===== src/hw/rtl/assert_macros.svh =====
// assertion helpers, clocked on clk and disabled during rst
`ifndef ASSERT_MACROS_SVH
`define ASSERT_MACROS_SVH

// condition holds at every edge
`define LJ_ALWAYS(lbl, cond) \
  lbl: assert property (@(posedge clk) disable iff (rst) (cond)) \
    else $error("assertion failed");

// antecedent at one edge implies consequent at the next
`define LJ_NEXT(lbl, ante, cons) \
  lbl: assert property (@(posedge clk) disable iff (rst) (ante) |=> (cons)) \
    else $error("assertion failed");

`endif


===== src/hw/rtl/ljpe_pkg.sv =====
`timescale 1ns / 1ps
package ljpe_pkg;

  localparam int AXIS_W  = 2;
  localparam int ENTRY_W = 192;

  localparam logic [63:0] POS_MAX      = 64'h7FFF_FFFF_FFFF_FFFF;
  localparam logic [63:0] NEG_MIN      = 64'h8000_0000_0000_0000;
  localparam logic [63:0] ENERGY_SCALE = 64'd4;
  localparam logic [63:0] FORCE_SCALE  = 64'd24;

  localparam logic OPER_WRITE = 1'b0;
  localparam logic OPER_PAIR  = 1'b1;

  typedef enum logic [5:0] {
    ST_IDLE, ST_DISPATCH,
    ST_SQ_GO, ST_SQ_RUN, ST_SQ_ADD,
    ST_CSQ_GO, ST_CSQ_RUN, ST_CSQ_SET,
    ST_CHECK,
    ST_Q_GO, ST_Q_RUN, ST_QQ_GO, ST_QQ_RUN,
    ST_S6_GO, ST_S6_RUN, ST_S12_GO, ST_S12_RUN, ST_S12_SET,
    ST_DIFF, ST_SHSUB,
    ST_E_GO, ST_E_RUN, ST_E_SGN, ST_E_ADD,
    ST_G, ST_F_GO, ST_F_RUN, ST_F_SET,
    ST_FD_GO, ST_FD_RUN, ST_FQ_GO, ST_FQ_RUN, ST_FQ_SGN, ST_F_ADD,
    ST_WR, ST_FINISH
  } ctl_state_t;

  typedef enum logic [4:0] {
    OP_NONE, OP_CAPTURE,
    OP_SQ_GO, OP_SQ_ADD, OP_CSQ_GO, OP_CSQ_SET, OP_CHECK,
    OP_Q_GO, OP_QQ_GO, OP_S6_GO, OP_S12_GO, OP_S12_SET,
    OP_DIFF, OP_SHSUB, OP_E_GO, OP_E_SGN, OP_E_ADD,
    OP_G, OP_F_GO, OP_F_SET, OP_FD_GO, OP_FQ_GO, OP_FQ_SGN, OP_F_ADD,
    OP_WR, OP_EMIT
  } dp_op_t;

  typedef struct packed {
    logic is_pair;
    logic types_ok;
    logic den_zero;
    logic in_cutoff;
    logic want_force;
    logic last_pair;
    logic mul_last;
    logic div_last;
    logic axis_last;
    logic out_busy;
  } dp_sts_t;

endpackage


===== src/hw/rtl/ljpe_ctrl.sv =====
`timescale 1ns / 1ps
`include "assert_macros.svh"
module ljpe_ctrl (
  input  logic              clk,
  input  logic              rst,
  input  logic              in_valid,
  output logic              in_stall,
  input  ljpe_pkg::dp_sts_t sts,
  output ljpe_pkg::dp_op_t  op
);
  import ljpe_pkg::*;

  ctl_state_t state, state_next;
  logic       accept;

  assign in_stall = (state != ST_IDLE);
  assign accept   = in_valid && (state == ST_IDLE);

  always_ff @(posedge clk) begin
    if (rst) begin
      state <= ST_IDLE;
    end else begin
      state <= state_next;
    end
  end

  always_comb begin
    state_next = state;
    unique case (state)
      ST_IDLE:     if (accept) state_next = ST_DISPATCH;
      ST_DISPATCH: begin
        if (sts.is_pair) state_next = ST_SQ_GO;
        else if (sts.types_ok) state_next = ST_CSQ_GO;
        else state_next = ST_IDLE;
      end
      ST_SQ_GO:    state_next = ST_SQ_RUN;
      ST_SQ_RUN:   if (sts.mul_last) state_next = ST_SQ_ADD;
      ST_SQ_ADD:   state_next = sts.axis_last ? ST_CHECK : ST_SQ_GO;
      ST_CSQ_GO:   state_next = ST_CSQ_RUN;
      ST_CSQ_RUN:  if (sts.mul_last) state_next = ST_CSQ_SET;
      ST_CSQ_SET:  state_next = ST_CHECK;
      ST_CHECK: begin
        if (sts.den_zero) state_next = sts.is_pair ? ST_FINISH : ST_WR;
        else if (!sts.is_pair) state_next = ST_Q_GO;
        else if (sts.types_ok && sts.in_cutoff) state_next = ST_Q_GO;
        else state_next = ST_FINISH;
      end
      ST_Q_GO:     state_next = ST_Q_RUN;
      ST_Q_RUN:    if (sts.div_last) state_next = ST_QQ_GO;
      ST_QQ_GO:    state_next = ST_QQ_RUN;
      ST_QQ_RUN:   if (sts.mul_last) state_next = ST_S6_GO;
      ST_S6_GO:    state_next = ST_S6_RUN;
      ST_S6_RUN:   if (sts.mul_last) state_next = ST_S12_GO;
      ST_S12_GO:   state_next = ST_S12_RUN;
      ST_S12_RUN:  if (sts.mul_last) state_next = ST_S12_SET;
      ST_S12_SET:  state_next = ST_DIFF;
      ST_DIFF:     state_next = sts.is_pair ? ST_SHSUB : ST_WR;
      ST_SHSUB:    state_next = ST_E_GO;
      ST_E_GO:     state_next = ST_E_RUN;
      ST_E_RUN:    if (sts.mul_last) state_next = ST_E_SGN;
      ST_E_SGN:    state_next = ST_E_ADD;
      ST_E_ADD:    state_next = sts.want_force ? ST_G : ST_FINISH;
      ST_G:        state_next = ST_F_GO;
      ST_F_GO:     state_next = ST_F_RUN;
      ST_F_RUN:    if (sts.mul_last) state_next = ST_F_SET;
      ST_F_SET:    state_next = ST_FD_GO;
      ST_FD_GO:    state_next = ST_FD_RUN;
      ST_FD_RUN:   if (sts.mul_last) state_next = ST_FQ_GO;
      ST_FQ_GO:    state_next = ST_FQ_RUN;
      ST_FQ_RUN:   if (sts.div_last) state_next = ST_FQ_SGN;
      ST_FQ_SGN:   state_next = ST_F_ADD;
      ST_F_ADD:    state_next = sts.axis_last ? ST_FINISH : ST_FD_GO;
      ST_WR:       state_next = ST_IDLE;
      ST_FINISH:   if (!(sts.last_pair && sts.out_busy)) state_next = ST_IDLE;
      default:     state_next = ST_IDLE;
    endcase
  end

  always_comb begin
    op = OP_NONE;
    unique case (state)
      ST_IDLE:    op = accept ? OP_CAPTURE : OP_NONE;
      ST_SQ_GO:   op = OP_SQ_GO;
      ST_SQ_ADD:  op = OP_SQ_ADD;
      ST_CSQ_GO:  op = OP_CSQ_GO;
      ST_CSQ_SET: op = OP_CSQ_SET;
      ST_CHECK:   op = OP_CHECK;
      ST_Q_GO:    op = OP_Q_GO;
      ST_QQ_GO:   op = OP_QQ_GO;
      ST_S6_GO:   op = OP_S6_GO;
      ST_S12_GO:  op = OP_S12_GO;
      ST_S12_SET: op = OP_S12_SET;
      ST_DIFF:    op = OP_DIFF;
      ST_SHSUB:   op = OP_SHSUB;
      ST_E_GO:    op = OP_E_GO;
      ST_E_SGN:   op = OP_E_SGN;
      ST_E_ADD:   op = OP_E_ADD;
      ST_G:       op = OP_G;
      ST_F_GO:    op = OP_F_GO;
      ST_F_SET:   op = OP_F_SET;
      ST_FD_GO:   op = OP_FD_GO;
      ST_FQ_GO:   op = OP_FQ_GO;
      ST_FQ_SGN:  op = OP_FQ_SGN;
      ST_F_ADD:   op = OP_F_ADD;
      ST_WR:      op = OP_WR;
      ST_FINISH:  op = (sts.last_pair && sts.out_busy) ? OP_NONE : OP_EMIT;
      default:    op = OP_NONE;
    endcase
  end

  `LJ_NEXT(accept_goes_dispatch, accept, state == ST_DISPATCH)
  `LJ_NEXT(div_wait_holds, (state == ST_Q_RUN || state == ST_FQ_RUN) && !sts.div_last, $stable(state))
  `LJ_NEXT(emit_blocked_holds, state == ST_FINISH && sts.last_pair && sts.out_busy, state == ST_FINISH)

endmodule


===== config.mk =====
export PLATFORM = sky130hd
export DESIGN_NAME = ljpe_ctrl
export DESIGN_NICKNAME = d
export VERILOG_FILES = /design/src/hw/rtl/ljpe_pkg.sv /design/src/hw/rtl/ljpe_ctrl.sv
export VERILOG_INCLUDE_DIRS = /design/src /design/src/hw/rtl
export SDC_FILE = /design/constraint.sdc
export NUM_CORES = 1
export LEC_CHECK = 0
export BUFFER_PORTS_ARGS = -buffer_cell sky130_fd_sc_hd__buf_4
export CORE_ASPECT_RATIO = 2
export CORE_MARGIN = 10
export CORE_UTILIZATION = 40
export CTS_CLUSTER_SIZE = 24
export DETAILED_ROUTE_END_ITERATION = 12
export PLACE_DENSITY = 0.72
export SLEW_MARGIN = 20
export SYNTH_ARGS = -nofsm -noshare
export SYNTH_HDL_FRONTEND = slang
export SYNTH_SLANG_ARGS = --single-unit

===== constraint.sdc =====
create_clock -name clk -period 2.6 [get_ports clk]
set_clock_uncertainty 0.05 [all_clocks]
set_input_delay 0.39 -clock clk [delete_from_list [all_inputs] [get_ports clk]]
set_output_delay 0.39 -clock clk [all_outputs]
set_load 0.005 [all_outputs]

# After elaboration in Yosys (flattened, before gate mapping)
# Index checks and enable logic that the tools add are counted.
# totals
reg_bits	6
inputBits	13
word_cells	80
# op_classes
eq_ne	47
mux	26
reduce_logical	6
# op_table
cell	n
6-bit one-hot mux with 35 select lines	1
5-bit one-hot mux with 25 select lines	1
6-bit 2-to-1 mux	18
6-bit by 5-bit == test with 1-bit output, second input constant	16
6-bit by 4-bit == test with 1-bit output, second input constant	8
6-bit by 3-bit == test with 1-bit output, second input constant	4
6-bit == test, second input constant	4
2-bit inequality test, second input constant	12
6-bit by 2-bit == test with 1-bit output, second input constant	2
12-bit AND reduction	1
6-bit by 1-bit == test with 1-bit output, second input constant	1
6-bit logical NOT	1
3-bit 2-to-1 mux	2
6-bit nonzero test	1
5-bit 2-to-1 mux	1
4-bit 2-to-1 mux	1
1-bit logical AND	3
1-bit 2-to-1 mux	2

# Logic depth before layout (Yosys ltp)
# logic_depth
ltp_word	5
depth_mapped	8

# Least setup slack after synthesis
# No wires, ideal clock.
# synth_path
kind	register to output
startpoint	register state[0]
endpoint	output port op[3]
t_arrival_ns	1.668
required_time_ns	2.160
slack_ns	0.492
path_stages_with_launch	8
path_cell_list	dfxtp_1 > clkbuf_1 > clkbuf_1 > buf_2 > buf_1 > nand2_1 > o22a_1 > o21ai_1
# synth_between
elab_chain_len	2
word_cells_on_any_way	26
# synth_lines
element	line_no	source
from (decl)	ljpe_ctrl.sv:13	ctl_state_t state, state_next;
from (signal assigned)	ljpe_ctrl.sv:23	state <= state_next;
6-bit == test, or another cell as far along	ljpe_ctrl.sv:81	unique case (state)
5-bit one-hot mux with 25 select lines *	ljpe_ctrl.sv:81	
to (decl)	ljpe_ctrl.sv:9	output ljpe_pkg::dp_op_t op
# Mark *: on every way between the ends. The rest lies on a longest branch, timed or not.

# Final worst setup path
# layout_path
startpoint	register state[2]
endpoint	output port op[1]
# Same word-level chain as after synthesis.

==> results.cfg <==
[sta]
rsz0062_at_grt = false
period_share = 0.926
hold_slack_ps = 312
finalSetupTns_ps = 0
period_needed_ps = 2410
hold_viol_final = 0
slew_headroom = 0.532
layout_setup_ws_ps = 193
tightest_slew_ps = 691
timing.fmax_mhz = 416
slew_viol_final = 0
setup_violations = 0

[route]
wl_per_cell_um = 18.9
route.detailed.drc = 0
drtAntennaViolNets = 0
wl_mm = 4.12
dr_total_vias = 1476
first_iter_violations = 93
drt-vias-per-instance = 6.77
drt_first_pass_iters = 4

[yosys]
ys_types = 57
synth_compound_area_frac = 0.382
synthDominantCellAreaShare = 0.105
syn_area_mm2 = 0.00114
ys_top_cells_by_area = dfxtp_1, nand2_1, a21oi_1
synth_seq_cells = 6
netlist_top_cells_count = nand2_1, clkbuf_1, a21oi_1
synth-simple-area-share = 0.400
synth_mux_area_frac = 0.00875
syn_inst = 175
syn_nets = 188
ys_seq_area_frac = 0.105
ys_warn_count = 0
synthXorXnorAreaFrac = 0.00766
syn_area_per_cell_um2 = 6.53
synth_area_leader_cell = dfxtp_1
synthAdderAreaFrac = 0
synthArstFlopShare = 0
yosys.cell_count.top_type = nand2_1
synth_edf_count = 0
synth_top_family_by_area = simple AND/OR/NAND/NOR gates
synth-main-ff-cell = dfxtp_1

[power_and_ir_drop]
cellPowerDensity_mw_per_mm2 = 982
leakage_nw = 0.522
p_int_uw = 635
clkPwrFrac = 0.116
swShare = 0.523
finalPower_mw = 1.33
seq_power_share = 0.158
p_comb_frac = 0.725
irDropWorstVdd_uv = 490
p_sw_uw = 695

[clocking]
path_clk_slew_ps = 40
cts_hold_buf = 0
clockRootBuffer = clkbuf_8
clock_path_buffers = 2
cts_setup_buffers = 0
cts_tree = done
ctsResizeCount = 0
cts.sinks = 6
htreeDepth = 1
cts_inserted_buffers = 3
clock_latency_ps = 240

[min_path]
hold_class = in2reg
worstHoldStart = rst

[final_layout]
synthToLayoutAreaGrowth_pct = 18.5
final_cell_area_mm2 = 0.00136
fin_nets = 204
drive_gt1_frac = 0.212
top_regs = state x6
post_layout_nonfiller_instances = 218
fillers = 287
fin_util = 0.495
largest_reg_flops = 6
num_antenna_cells = 0
largest_register = state

[placed_design]
place_area_mm2 = 0.00131
place_inst = 215
pre_cts_ws_ps = 323
gp_congestion = 0.903
io_buffers = 18
hpwl_mm = 3.07

[global_route]
grt_pass1_vias = 1431
grt_antenna_before_repair = 0
grt_first_pass_wirelength_mm = 6.58
grt.total_usage = 0.144
grt_max_degree = 23
grt-ovfl-total = 0

[die]
die_x_um = 57.8
die_h_um = 95.6
initial_core_util = 0.418
die_area_mm2 = 0.00553
core_mm2 = 0.00274
rows = 27
io_pins = 19

[critical_path]
cp-startpoint = state[2]$_SDFFE_PP0P_
critPathCaptureType = output pin
r2r-start = state[0]$_SDFFE_PP0P_
crit_required_ps = 2160
ff2ff_setup_slack_ps = 350
cp_max_fo = 12
setup.worst_path.start_class = register
criticalPathCategory = reg2out
arrival_ps = 1970

[flow_run]
max-cap-violations = 0

[outcome]
run_status = completed
cells by family (layout without fill, tap and decap cells):
group | after synthesis | after routing
buf+inv | 24 | 38
mux | 1 | 1
xor+xnor | 1 | 1
simple gates | 81 | 81
compound gates | 62 | 62
flops | 6 | 6
final timing paths:
kind         cells past startpoint                     to
min                              2  state[0]$_SDFFE_PP0P_
max                              7                  op[1]
min reg2reg                      2  state[3]$_SDFFE_PP0P_
max reg2reg                      6  state[2]$_SDFFE_PP0P_
routing by layer:
metal,global-route usage,wire (um)
met1,0.156,1520
met2,0.258,2170
met3,0.00932,191
met4,0.0945,239
met5,0,0
power by group through the flow:
stage | Clock [mW] | Combinational (mW) | Sequential, mW
finish | 0.155 | 0.965 | 0.211
global route | 0.151 | 1.05 | 0.218
CTS | 0.149 | 0.942 | 0.208
detailed placement | 0 | 0.931 | 0.210
global placement | 0 | 0.920 | 0.209
floorplan | 0 | 0.693 | 0.139
worst max-delay path, stage by stage (launching register included):
cell and delay, ps:
dfxtp_1 430, buf_4 240, nor2b_1 400, nand2_1 100, a21oi_1 170, a311oi_1 70, o22ai_1 160, buf_4 140
final cells by class:
| cell class | count | area [um^2] | share of cell area |
|---|---|---|---|
| Tap cell | 29 | 36.3 | 0.0268 |
| Timing Repair Buffer | 30 | 225 | 0.166 |
| Inverter | 5 | 18.8 | 0.0139 |
| Sequential cell | 6 | 120 | 0.0886 |
| Clock buffer | 3 | 41.3 | 0.0305 |
| Multi-Input combinational cell | 145 | 913 | 0.674 |
placed cells by master, fill, tap and decap left out, types with 3 or more instances in the layout:
cell      count
nand3b_1      4
a311oi_1      3
a211oi_1      5
nor2b_1       5
nor4_1        4
nor3_1        9
nand3_1       7
nor2_1       10
o211ai_1      5
o21ai_0       3
dfxtp_1       6
a31oi_1       5
o21ai_1       5
clkbuf_8      3
inv_1         5
buf_4        30
nand2b_1      5
a21oi_1      12
nand2_1      17
Power figures use the tool's default switching activity.
